==> config.mk <==
export PLATFORM = sky130hd
export DESIGN_NAME = smooth_weighted_round_robin_unit
export DESIGN_NICKNAME = d
export VERILOG_FILES = /design/src/hw/rtl/swrr_pkg.sv /design/src/hw/rtl/swrr_ram.sv /design/src/hw/rtl/smooth_weighted_round_robin_unit.sv
export SDC_FILE = /design/constraint.sdc
export NUM_CORES = 1
export LEC_CHECK = 0
export ABC_CLOCK_PERIOD_IN_PS = 6010
export BUFFER_PORTS_ARGS = -buffer_cell sky130_fd_sc_hd__buf_4
export CELL_PAD_IN_SITES_DETAIL_PLACEMENT = 1
export CELL_PAD_IN_SITES_GLOBAL_PLACEMENT = 2
export CORE_ASPECT_RATIO = 0.9
export CORE_MARGIN = 1.5
export CORE_UTILIZATION = 25
export CTS_BUF_LIST = sky130_fd_sc_hd__clkbuf_2
export DETAILED_ROUTE_END_ITERATION = 8
export PLACE_DENSITY = 0.49
export SKIP_LAST_GASP = 1
export SLEW_MARGIN = 20
export SYNTH_ARGS = -nofsm -noshare
export SYNTH_HDL_FRONTEND = slang
export SYNTH_SLANG_ARGS = --single-unit
==> constraint.sdc <==
create_clock -name i_clk -period 6.01 [get_ports i_clk]
set_clock_uncertainty 0.15 [all_clocks]
set_input_delay 0.3005 -clock i_clk [delete_from_list [all_inputs] [get_ports i_clk]]
set_output_delay 0.3005 -clock i_clk [all_outputs]
set_load 0.005 [all_outputs]
==> src/hw/rtl/swrr_pkg.sv <==
package swrr_pkg;

    localparam logic [2:0] KIND_SET     = 3'd0;
    localparam logic [2:0] KIND_RECALC  = 3'd1;
    localparam logic [2:0] KIND_SELECT  = 3'd2;
    localparam logic [2:0] KIND_REFUND  = 3'd3;
    localparam logic [2:0] KIND_CLEAR   = 3'd4;

    localparam logic [31:0] FULL_SHARE = 32'd65536;

    localparam int SPEC_W   = 16;
    localparam int NORM_W   = 17;
    localparam int CREDIT_W = 32;

    // per-channel table entry: spec weight, active, available, normalized weight
    typedef struct packed {
        logic [SPEC_W-1:0] spec;
        logic              act;
        logic              avl;
        logic [NORM_W-1:0] norm;
    } t_chan;

    localparam int CHAN_W = $bits(t_chan);

endpackage

==> src/hw/rtl/swrr_ram.sv <==
module swrr_ram #(
    parameter int WIDTH = 8,
    parameter int DEPTH = 8
) (
    input  logic                     i_clk,
    input  logic                     i_we,
    input  logic [$clog2(DEPTH)-1:0] i_waddr,
    input  logic [WIDTH-1:0]         i_wdata,
    input  logic [$clog2(DEPTH)-1:0] i_raddr,
    output logic [WIDTH-1:0]         o_rdata
);

    logic [WIDTH-1:0] r_mem [DEPTH];

    always_ff @(posedge i_clk) begin
        if (i_we) begin
            r_mem[i_waddr] <= i_wdata;
        end
        o_rdata <= r_mem[i_raddr];
    end

endmodule

==> src/hw/rtl/smooth_weighted_round_robin_unit.sv <==
// Smooth weighted round robin arbiter. Raise i_start while o_busy is low to
// issue one transaction; exactly one result follows on o_done, held for one
// cycle, and the receiver cannot stall it. Channel and credit tables live in
// two RAMs with one registered read port each; recompute and select walk the
// N channels in use (N up to MAX_CHANNELS), the sum and update walks reading
// one channel per cycle, and clear zeroes those channels' credits. Set and
// refund write one entry of a valid channel; an unknown kind writes nothing.
// Recompute sums eligible weights, then runs a 32-step shift-subtract divider
// once per eligible channel (not when none is eligible). Select does a credit
// update and compare walk, a 32-step remainder of the random word by the tie
// count, then a tie scan (neither when nothing is selectable). o_done rises
// in the first cycle with o_busy low. After reset a clearing pass wipes all
// MAX_CHANNELS entries of both tables while o_busy is high.
module smooth_weighted_round_robin_unit #(
    parameter int MAX_CHANNELS = 8
) (
    input  logic        i_clk,
    input  logic        i_rst_n,
    input  logic        i_cfg_we,
    input  logic [3:0]  i_cfg_wdata,
    input  logic        i_start,
    output logic        o_busy,
    input  logic [2:0]  i_kind,
    input  logic [2:0]  i_channel,
    input  logic [15:0] i_spec_weight,
    input  logic        i_active,
    input  logic        i_available,
    input  logic [31:0] i_tie_random,
    output logic        o_done,
    output logic        o_chosen_valid,
    output logic [2:0]  o_chosen_channel,
    output logic signed [31:0] o_chosen_credit
);

    localparam int AW = $clog2(MAX_CHANNELS);
    localparam int CW = $clog2(MAX_CHANNELS + 1);

    localparam logic [3:0] S_CLR    = 4'd0;
    localparam logic [3:0] S_IDLE   = 4'd1;
    localparam logic [3:0] S_WB     = 4'd2;
    localparam logic [3:0] S_CLRC   = 4'd3;
    localparam logic [3:0] S_SUM    = 4'd4;
    localparam logic [3:0] S_NRD    = 4'd5;
    localparam logic [3:0] S_NLD    = 4'd6;
    localparam logic [3:0] S_DIV    = 4'd7;
    localparam logic [3:0] S_NWB    = 4'd8;
    localparam logic [3:0] S_UPD    = 4'd9;
    localparam logic [3:0] S_SCAN   = 4'd10;
    localparam logic [3:0] S_FIN    = 4'd11;

    logic [3:0]        r_state, n_state;
    logic [3:0]        r_cfg;
    logic [2:0]        r_kind;
    logic [2:0]        r_ch;
    logic [15:0]       r_spec;
    logic              r_act, r_avl;
    logic [CW-1:0]     r_idx;
    logic [CW-1:0]     r_used;
    logic              r_rv;
    logic [AW-1:0]     r_pa;
    logic [31:0]       r_total;
    logic [CW-1:0]     r_elig;
    logic [31:0]       r_div;
    logic              r_eq;
    swrr_pkg::t_chan   r_ent;
    logic [31:0]       r_dvd;
    logic [31:0]       r_rem;
    logic [swrr_pkg::NORM_W-1:0] r_quo;
    logic [4:0]        r_step;
    logic [31:0]       r_best;
    logic [CW-1:0]     r_cnt;
    logic              r_any;
    logic [MAX_CHANNELS-1:0] r_tie;
    logic [CW-1:0]     r_seen;
    logic [AW-1:0]     r_win;
    logic              r_done, r_val;
    logic [2:0]        r_och;
    logic [31:0]       r_ocr;

    logic              t_we, c_we;
    logic [AW-1:0]     t_wa, t_ra, c_wa, c_ra;
    swrr_pkg::t_chan   t_wd, t_rd;
    logic [31:0]       c_wd, c_rd;

    swrr_ram #(.WIDTH(swrr_pkg::CHAN_W), .DEPTH(MAX_CHANNELS)) u_chan (
        .i_clk(i_clk), .i_we(t_we), .i_waddr(t_wa), .i_wdata(t_wd),
        .i_raddr(t_ra), .o_rdata(t_rd)
    );
    swrr_ram #(.WIDTH(swrr_pkg::CREDIT_W), .DEPTH(MAX_CHANNELS)) u_cred (
        .i_clk(i_clk), .i_we(c_we), .i_waddr(c_wa), .i_wdata(c_wd),
        .i_raddr(c_ra), .o_rdata(c_rd)
    );

    logic [CW-1:0] used_c;
    always_comb begin
        if (32'(r_cfg) > 32'(MAX_CHANNELS)) begin
            used_c = CW'(MAX_CHANNELS);
        end else begin
            used_c = CW'(r_cfg);
        end
    end

    // read data in a walk belongs to r_pa, the address issued in the previous cycle
    logic          sel_ok, elig_ok, walk_end;
    logic [31:0]   cred_add;
    logic [31:0]   key_add, key_best;
    logic [31:0]   div_den;
    logic [32:0]   rem_sh, rem_sub;
    logic          take;
    assign sel_ok   = t_rd.act && (t_rd.norm != '0);
    assign elig_ok  = t_rd.act && t_rd.avl;
    assign walk_end = (r_idx >= r_used) && !r_rv;
    assign cred_add = c_rd + 32'(t_rd.norm);
    assign key_add  = cred_add ^ 32'h8000_0000;
    assign key_best = r_best ^ 32'h8000_0000;
    assign div_den  = (r_kind == swrr_pkg::KIND_SELECT) ? 32'(r_cnt) : r_div;
    assign rem_sh   = {r_rem, r_dvd[31]};
    assign rem_sub  = rem_sh - {1'b0, div_den};
    assign take     = !rem_sub[32];

    always_comb begin
        n_state = r_state;
        t_we = 1'b0; t_wa = AW'(r_idx); t_wd = t_rd;     t_ra = AW'(r_idx);
        c_we = 1'b0; c_wa = r_pa;       c_wd = cred_add; c_ra = AW'(r_idx);
        unique case (r_state)
            S_CLR: begin
                t_we = 1'b1; t_wd = '0;
                c_we = 1'b1; c_wa = AW'(r_idx); c_wd = '0;
                if (r_idx == CW'(MAX_CHANNELS - 1)) begin
                    n_state = S_IDLE;
                end
            end
            S_IDLE: begin
                t_ra = AW'(i_channel);
                c_ra = AW'(i_channel);
                if (i_start) begin
                    unique case (i_kind)
                        swrr_pkg::KIND_SET:
                            n_state = (32'(i_channel) < 32'(MAX_CHANNELS)) ? S_WB : S_FIN;
                        swrr_pkg::KIND_REFUND:
                            n_state = (32'(i_channel) < 32'(used_c)) ? S_WB : S_FIN;
                        swrr_pkg::KIND_CLEAR:
                            n_state = (used_c == '0) ? S_FIN : S_CLRC;
                        swrr_pkg::KIND_RECALC: n_state = S_SUM;
                        swrr_pkg::KIND_SELECT: n_state = S_UPD;
                        default: n_state = S_FIN;
                    endcase
                end
            end
            S_WB: begin
                t_wa = AW'(r_ch);
                c_wa = AW'(r_ch);
                if (r_kind == swrr_pkg::KIND_SET) begin
                    t_we = 1'b1;
                    t_wd.spec = r_spec; t_wd.act = r_act; t_wd.avl = r_avl;
                end else begin
                    c_we = 1'b1;
                    c_wd = c_rd + swrr_pkg::FULL_SHARE;
                end
                n_state = S_FIN;
            end
            S_CLRC: begin
                c_we = 1'b1; c_wa = AW'(r_idx); c_wd = '0;
                if (r_idx + CW'(1) >= r_used) begin
                    n_state = S_FIN;
                end
            end
            S_SUM: begin
                if (walk_end) begin
                    n_state = (r_elig == '0) ? S_FIN : S_NRD;
                end
            end
            S_NRD: begin
                n_state = (r_idx >= r_used) ? S_FIN : S_NLD;
            end
            S_NLD: begin
                if (elig_ok) begin
                    n_state = S_DIV;
                end else begin
                    t_we = 1'b1; t_wd.norm = '0;
                    n_state = S_NRD;
                end
            end
            S_DIV: begin
                if (r_step == 5'd31) begin
                    n_state = (r_kind == swrr_pkg::KIND_SELECT) ? S_SCAN : S_NWB;
                end
            end
            S_NWB: begin
                t_we = 1'b1; t_wd = r_ent;
                t_wd.norm = r_quo;
                n_state = S_NRD;
            end
            S_UPD: begin
                if (r_rv && sel_ok) begin
                    c_we = 1'b1;
                end
                if (walk_end) begin
                    n_state = r_any ? S_DIV : S_FIN;
                end
            end
            S_SCAN: begin
                if (r_tie[AW'(r_idx)] && r_seen == r_rem[CW-1:0]) begin
                    c_we = 1'b1; c_wa = AW'(r_idx);
                    c_wd = r_best - swrr_pkg::FULL_SHARE;
                    n_state = S_FIN;
                end
            end
            S_FIN: n_state = S_IDLE;
            default: n_state = S_IDLE;
        endcase
    end

    always_ff @(posedge i_clk) begin
        if (!i_rst_n) begin
            r_state <= S_CLR;
            r_cfg   <= 4'd8;
            r_idx   <= '0;
            r_done  <= 1'b0;
            r_val   <= 1'b0;
            r_och   <= '0;
            r_ocr   <= '0;
            r_any   <= 1'b0;
        end else begin
            r_state <= n_state;
            r_done  <= 1'b0;
            if (i_cfg_we) begin
                r_cfg <= i_cfg_wdata;
            end
            unique case (r_state)
                S_CLR: r_idx <= r_idx + CW'(1);
                S_IDLE: begin
                    r_idx   <= '0;
                    r_rv    <= 1'b0;
                    r_any   <= 1'b0;
                    r_total <= '0;
                    r_elig  <= '0;
                    r_cnt   <= '0;
                    r_step  <= '0;
                    r_rem   <= '0;
                    r_tie   <= '0;
                    r_seen  <= '0;
                    if (i_start) begin
                        r_kind <= i_kind; r_ch <= i_channel; r_spec <= i_spec_weight;
                        r_act <= i_active; r_avl <= i_available; r_dvd <= i_tie_random;
                        r_used <= used_c;
                    end
                end
                S_WB: ;
                S_CLRC: r_idx <= r_idx + CW'(1);
                S_SUM: begin
                    r_rv <= (r_idx < r_used);
                    r_pa <= AW'(r_idx);
                    if (r_idx < r_used) begin
                        r_idx <= r_idx + CW'(1);
                    end
                    if (r_rv && elig_ok) begin
                        r_total <= r_total + 32'(t_rd.spec);
                        r_elig  <= r_elig + CW'(1);
                    end
                    if (walk_end) begin
                        r_idx <= '0;
                        r_div <= (r_total == '0) ? 32'(r_elig) : r_total;
                        r_eq  <= (r_total == '0);
                    end
                end
                S_NRD: ;
                S_NLD: begin
                    if (elig_ok) begin
                        r_ent  <= t_rd;
                        r_dvd  <= r_eq ? swrr_pkg::FULL_SHARE : {t_rd.spec, 16'h0000};
                        r_rem  <= '0;
                        r_step <= '0;
                    end else begin
                        r_idx <= r_idx + CW'(1);
                    end
                end
                S_DIV: begin
                    // restoring divider, one quotient bit per cycle
                    r_dvd  <= {r_dvd[30:0], 1'b0};
                    r_rem  <= take ? rem_sub[31:0] : rem_sh[31:0];
                    r_quo  <= {r_quo[swrr_pkg::NORM_W-2:0], take};
                    r_step <= r_step + 5'd1;
                end
                S_NWB: r_idx <= r_idx + CW'(1);
                S_UPD: begin
                    r_rv <= (r_idx < r_used);
                    r_pa <= AW'(r_idx);
                    if (r_idx < r_used) begin
                        r_idx <= r_idx + CW'(1);
                    end
                    if (r_rv && sel_ok) begin
                        if (!r_any || key_add > key_best) begin
                            r_best <= cred_add;
                            r_cnt  <= CW'(1);
                            r_any  <= 1'b1;
                            r_tie  <= MAX_CHANNELS'(1) << r_pa;
                        end else if (cred_add == r_best) begin
                            r_cnt  <= r_cnt + CW'(1);
                            r_tie  <= r_tie | (MAX_CHANNELS'(1) << r_pa);
                        end
                    end
                    if (walk_end) begin
                        r_idx <= '0;
                    end
                end
                S_SCAN: begin
                    // remainder picks the tied channel in index order
                    r_idx <= r_idx + CW'(1);
                    if (r_tie[AW'(r_idx)]) begin
                        if (r_seen == r_rem[CW-1:0]) begin
                            r_win <= AW'(r_idx);
                        end else begin
                            r_seen <= r_seen + CW'(1);
                        end
                    end
                end
                S_FIN: begin
                    r_done <= 1'b1;
                    r_val  <= (r_kind == swrr_pkg::KIND_SELECT) && r_any;
                    r_och  <= (r_kind == swrr_pkg::KIND_SELECT && r_any) ? 3'(r_win) : '0;
                    r_ocr  <= (r_kind == swrr_pkg::KIND_SELECT && r_any) ? r_best : '0;
                end
                default: ;
            endcase
        end
    end

    assign o_busy = (r_state != S_IDLE);
    assign o_done = r_done;
    assign o_chosen_valid = r_val;
    assign o_chosen_channel = r_och;
    assign o_chosen_credit = r_ocr;

    a_done_pulse: assert property (@(posedge i_clk) disable iff (!i_rst_n)
        r_done |=> !r_done) else $error("done held");
    a_fin_done: assert property (@(posedge i_clk) disable iff (!i_rst_n)
        (r_state == S_FIN) |=> r_done) else $error("result missing");
    a_valid_sel: assert property (@(posedge i_clk) disable iff (!i_rst_n)
        (r_done && r_val) |-> r_kind == swrr_pkg::KIND_SELECT) else $error("bad valid");

endmodule
# Word-level counts from Yosys, hierarchy flattened
# Memory sizes are Yosys's and may differ from the RTL's. A register that Yosys moved wholly into a read port is not among the register bits.
# Cells that the tools add are included.
[word_totals]
ff_bits = 306
ramBits = 536
inputBits = 64
out_inout_bits = 38
elab_cells = 215
mem_count = 2
[mem_list]
columns = ["memory", "words", "width", "read_ports", "rd_ports_with_merged_regs", "wr", "line_no", "rtl"]
rows = [
  ["u_chan.r_mem", 8, 35, 1, 1, 1, "swrr_ram.sv:13", "logic [WIDTH-1:0] r_mem [DEPTH];"],
  ["u_cred.r_mem", 8, 32, 1, 1, 1, "swrr_ram.sv:13", ""],
]
[op_classes]
n_addsub = 10
order_cmp = 7
eq_ne = 37
shift = 1
n_mux = 78
bitwise = 3
n_reduce_logical = 44
[ops]
columns = ["cell", "n"]
rows = [
  ["$mux 32", 10],
  ["$pmux 32 s3", 3],
  ["$mux 4", 23],
  ["$pmux 32 s2", 1],
  ["$pmux 18 s3", 1],
  ["$pmux 17 s3", 1],
  ["$pmux 4 s11", 1],
  ["$sub 33x32->33", 1],
  ["$add 32x16->32", 1],
  ["$add 32x17->32", 1],
  ["$add 32x17->32 const B", 1],
  ["$eq 32x32->1", 1],
  ["$gt 32x32->1", 1],
  ["$logic_not 32->1", 1],
  ["$sub 32x17->32 const B", 1],
  ["$ne 2x2->1 const B", 14],
  ["$mux 8", 3],
  ["$pmux 4 s2", 3],
  ["$reduce_and 3->1", 7],
  ["$eq 4x3->1 const B", 5],
  ["$pmux 4 s5", 1],
  ["$reduce_and 4->1", 5],
  ["$mux 18", 1],
  ["$mux 17", 1],
  ["46 further kinds", 92],
]

# Depth between registers and ports, before layout
[logic_depth]
word_depth = 7
mapped_depth = 21

# Cells and area by module
# A second synthesis with hierarchy kept.
[unflattened]
cells_unflattened = 2699
area_unflattened_um2 = 40403.8
[modules_own_cells]
columns = ["module", "n_inst", "cells_each", "area_each_um2", "seq_area_each_um2"]
rows = [
  ["smooth_weighted_round_robin_unit", 1, 1831, 18401.4, 8688.3],
  ["swrr_ram (u_chan)", 1, 453, 11536.1, 9108.7],
  ["swrr_ram (u_cred)", 1, 415, 10466.3, 8328.0],
]

# Worst setup path after synthesis
# OpenSTA, ideal clock, no wires.
[synth_timing]
path_kind = "flip-flop to flip-flop"
start = "register u_chan.o_rdata[0] (read register of u_chan.r_mem)"
end = "register r_best[0] (enable)"
arrival_time_ns = 5.968
required_time_ns = 5.390
path_slack_ns = -0.578
path_stages_with_launch = 21
n_path_buf = 0
cell_sequence = "dfxtp_1 -> ha_1 -> fa_1 -> a21o_1 -> a21oi_1 -> o21ai_0 -> nand2_1 -> nor3_1 -> o31a_1 -> o41a_1 -> xor2_1 -> ha_1 -> a21o_1 -> a21o_1 -> a21oi_1 -> o21ai_0 -> a31oi_1 -> o31a_1 -> nor2b_1 -> nor2_1 -> a211oi_1"
[synth_lines]
columns = ["item", "line_no", "rtl"]
rows = [
  ["start, declared", "swrr_ram.sv:10", "output logic [WIDTH-1:0] o_rdata"],
  ["$add 32x17->32", "smooth_weighted_round_robin_unit.sv:113", "assign cred_add = c_rd + 32'(t_rd.norm);"],
  ["named net cred_add[16]", "smooth_weighted_round_robin_unit.sv:105", "logic [31:0] cred_add;"],
  ["$gt 32x32->1", "smooth_weighted_round_robin_unit.sv:293", "if (!r_any || key_add > key_best) begin"],
  ["$logic_or 1x1->1", "smooth_weighted_round_robin_unit.sv:293", ""],
  ["$reduce_and 4->1 (no source line)", "--", ""],
  ["end signal, assigned", "smooth_weighted_round_robin_unit.sv:294", "r_best <= cred_add;"],
  ["end, declared", "smooth_weighted_round_robin_unit.sv:70", "logic [31:0] r_best;"],
]
# The timed path passes the listed nets, and every way through them passes these cells.
# A chain may end at the register's enable or synchronous reset.

# Worst setup path in the final report
[layout_timing]
start = "register u_chan.o_rdata[8] (read register of u_chan.r_mem)"
end = "register r_tie[6] (enable)"
[layout_lines]
columns = ["item", "line_no", "rtl"]
rows = [
  ["$add 32x17->32 *", "smooth_weighted_round_robin_unit.sv:113", ""],
  ["named net cred_add[29]", "smooth_weighted_round_robin_unit.sv:105", ""],
  ["$gt 32x32->1", "smooth_weighted_round_robin_unit.sv:293", ""],
  ["$logic_or 1x1->1", "smooth_weighted_round_robin_unit.sv:293", ""],
  ["$ne 3x3->1 (no source line) *", "--", ""],
  ["$reduce_and 4->1 (no source line) *", "--", ""],
  ["end signal, assigned", "smooth_weighted_round_robin_unit.sv:297", "r_tie <= MAX_CHANNELS'(1) << r_pa;"],
  ["end signal, assigned", "smooth_weighted_round_robin_unit.sv:300", "r_tie <= r_tie | (MAX_CHANNELS'(1) << r_pa);"],
  ["end, declared", "smooth_weighted_round_robin_unit.sv:73", "logic [MAX_CHANNELS-1:0] r_tie;"],
]
# Mark *: on every way through the listed nets, which the timed path passes. The rest lies on a longest branch.

==> impl_results.md <==
- Dpl cells: 4,807
- Die extent in x: 424 um
- Register area share after synthesis: 0.656
- Post-DRT Antenna Nets: 0
- Port bufs: 101
- Largest net degree at the start of global routing: 97
- Htree depth: 5
- P_leak: approximately 18 nW
- Critical-path maximum fanout: 12
- Sw frac: 0.371
- Final Setup Violations: 0
- Synthesized Nets: 2,866
- DRT Pass-1 Iters: 5
- Clock Path Buffers: 4
- Post-CTS Setup Inserts: 0
- Final Hold Viols: 0
- Clock sinks: 909
- Mapped Area: between 30,000 and 40,000 um^2
- Core box area: 158,000 um^2
- Max_cap viols: 0
- Headroom to the max-slew limit: 0.269
- Async SR Flop Fraction: 0
- Nets: 3,358
- Fill count: 16,820
- Layout area overhead: 19.9%
- Vias/cell: around 4.7
- Synthesis-stage register bit count: 909
- Fin Hold WS: 0.186 ns
- Yosys cell types: 76
- Initial core utilization: 0.253
- GRT overflow: 0
- IO Pins: 102
- Post-Layout Cell Count: 5,477
- Max VDD drop: 0.263 mV
- Sw Pwr: 8.21 mW
- Combinational Power Share: 0.362
- Initial antenna violation count: 6
- Clk_lat worst skew: 1.60 ns
- P_int: 13.9 mW
- Setup TNS: 0 ns
- Power share of the sequential group: 0.428
- Syn. warnings: 0
- First DRT Iteration DRCs: 1,516
- Wire per inst: around 22 um
- Pwr/cell area: ~460 nW/um^2
- Hold/Removal Path Class: in -> reg
- Syn_area_per_cell: ~15 um^2
- # DRC: 0
- Routability congestion estimate: 0.803
- Worst Max-Slew Pin Slew: 1.09 ns
- HPWL Detailed: 76.6 mm
- Clk root buf: clkbuf_2
- Final slew viol count: 0
- Pre-CTS worst setup slack: between 0.4 and 0.5 ns
- Worst-path clk slew: 0.10 ns
- Setup Crit Path Kind: reg -> reg
- Total power: 22.2 mW
- Post-Synthesis Cells: about 2,700
- Post-route worst setup slack: roughly 0.54 ns
- Via count: 25,482
- Chip height: 382 um
- Post-route core utilization: 0.303
- Clock power frac: 0.211
- Critical Path RT: 7.04 ns
- Crit share post-route: 0.911
- Prevailing post-synth register cell: edfxtp_1
- Fin crit period: 5.47 ns
- CTS tree: done
- Routed WL: 122 mm
- Number of flops mapped to enable cells by yosys: 792
- Share of cells above drive strength 1: 0.256
- Status: completed
- CTS Buf Count: 278
- CP Data Arrival Time: 6.50 ns
- First-pass GRT wire length: 184 mm
- Critical path launch point type: flip-flop
- RSZ-0062 raised after global routing: no
- Cell area after placement: ~43,000 um^2
- Post-layout instance area: 47,800 um^2
- Crit. End Element: flip-flop
- Std cell rows: 138
- Die area: 162,000 um^2
- Vias in the first global route: around 28,000
- Tot GR Track Use: 0.152
- Peak Freq: 183 MHz
[sequential cells by signal, summed over array words and instances (netlist names), 17 cells and up]
signal and cells:
r_dvd 32, r_total 32, u_cred.o_rdata 32, r_quo 17, u_cred.r_mem 256, r_rem 32
o_chosen_credit 32, r_div 32, u_chan.r_mem 280, u_chan.o_rdata 35, r_best 32, r_ent 18
[final timing paths]
| check | start | slack [ns] | end | cells past startpoint |
|---|---|---|---|---|
| min reg2reg | r_total[7]$_SDFFCE_PN0P_ | 0.30 | r_div[7]$_SDFFCE_PP0P_ | 0 |
| min | i_channel[1] | 0.19 | r_ch[1]$_DFFE_PP_ | 3 |
| max | u_chan.o_rdata[8]$_DFF_P_ | 0.54 | r_tie[6]$_SDFFCE_PN0P_ | 18 |
| max reg2reg | u_chan.o_rdata[8]$_DFF_P_ | 0.54 | r_tie[6]$_SDFFCE_PN0P_ | 18 |
[cell usage after synthesis, types with 8 or more instances]
| master | n | area (um^2) |
|---|---|---|
| edfxtp_1 | 792 | 23800 |
| nor2_1 | 195 | 732 |
| nand2_1 | 152 | 571 |
| mux4_2 | 136 | 3060 |
| clkbuf_1 | 118 | 443 |
| dfxtp_1 | 117 | 2340 |
| ha_1 | 116 | 1450 |
| a21oi_1 | 109 | 546 |
| inv_1 | 108 | 405 |
| mux2_2 | 68 | 766 |
| xnor2_1 | 68 | 596 |
| o21ai_0 | 66 | 330 |
| a21o_1 | 52 | 390 |
| a22oi_1 | 48 | 360 |
| nand3_1 | 45 | 225 |
| xor2_1 | 40 | 350 |
| a222oi_1 | 39 | 390 |
| a22o_1 | 34 | 298 |
| nor3_1 | 32 | 160 |
| nand4_1 | 24 | 150 |
| nor2b_1 | 23 | 144 |
| nor4_1 | 23 | 144 |
| and3_1 | 22 | 138 |
| mux2i_1 | 20 | 200 |
| a211oi_1 | 18 | 135 |
| o21a_1 | 15 | 113 |
| a31oi_1 | 14 | 87.6 |
| or3_1 | 13 | 81.3 |
| and2_1 | 12 | 75.1 |
| buf_2 | 12 | 60.1 |
| a221o_1 | 11 | 110 |
| nand2b_1 | 11 | 68.8 |
| nor3b_1 | 10 | 75.1 |
| o22ai_1 | 9 | 56.3 |
| a221oi_1 | 8 | 70.1 |
| buf_4 | 8 | 60.1 |
[repair_timing]
action,4_1_cts,5_1_grt
gates resized for setup,0,1
hold endpoints to repair,429,0
setup endpoints to repair,0,20
hold buffers,188,0
[routing by layer]
| metal | part of all wire | GRT usage | vias to the layer above |
|---|---|---|---|
| met4 | 0.027 | 0.0552 | 0 |
| met5 | 0 | 0 | - |
| met3 | 0.035 | 0.0284 | 234 |
| li1 | - | - | 11611 |
| met2 | 0.49 | 0.256 | 483 |
| met1 | 0.45 | 0.193 | 13154 |
[worst max-delay path: stages, from the launching register on]
cell and delay, ns:
dfxtp_1 0.37, ha_1 0.39, a21o_1 0.20, a21o_1 0.17, a21oi_1 0.21, nand2_1 0.13
a221oi_2 0.60, nand2_1 0.20, nand2_1 0.26, or3_1 0.16, xnor2_1 0.09, ha_1 0.31
nand4_1 0.19, nor4_2 0.52, nand3_1 0.21, nand3_1 0.13, o21ai_0 0.12, a2111oi_2 0.38
buf_4 0.27
[final cells by class]
| type | instances | area [um^2] | share of cell area |
|---|---|---|---|
| Antenna cell | 12 | 30.0 | 0.000629 |
| Clock buffer | 422 | 2110 | 0.0442 |
| Clock inverter | 48 | 236 | 0.00495 |
| Inverter | 109 | 409 | 0.00857 |
| Multi-Input combinational cell | 1521 | 12900 | 0.271 |
| Sequential cell | 909 | 26100 | 0.547 |
| Tap cell | 2100 | 2630 | 0.0550 |
| Timing Repair Buffer | 356 | 3260 | 0.0683 |
[cells by family (layout without fill, tap and decap cells)]
group,Yosys count,after routing,synth area share
simple gates,582,582,0.0683
xor+xnor,108,108,0.0238
compound gates,487,487,0.0872
buf+inv,253,935,0.0252
mux,225,225,0.102
fa+ha+maj,119,119,0.0380
other cells,0,12,0
flops,909,909,0.656
[cells in the final DEF (no fill, tap or decap), types with 17 or more instances in the layout]
master	instances
a211oi_1	17
nor2_1	177
edfxtp_1	792
and3_1	22
o21ai_0	66
mux2i_1	18
nand2_1	152
a21o_1	52
inv_1	107
ha_1	116
nor4_1	19
nand3_1	44
nor2b_1	23
nor3_1	29
clkinv_1	37
clkbuf_2	422
a22o_1	34
a22oi_1	48
xor2_1	40
a222oi_1	39
a21oi_1	106
buf_4	159
dlygate4sd3_1	188
dfxtp_1	117
mux2_2	68
xnor2_1	68
nand4_1	24
mux4_2	136
[power by group through the flow]
stage	logic (mW)	registers (mW)	clock network, mW
2_1_floorplan	5.36	9.25	0
3_3_place_gp	7.92	9.56	0
3_5_place_dp	8.04	9.64	0
4_1_cts	8.20	9.50	4.92
5_1_grt	8.79	9.61	5.20
6_report	8.01	9.48	4.67
(Power assumes the default switching activity.)
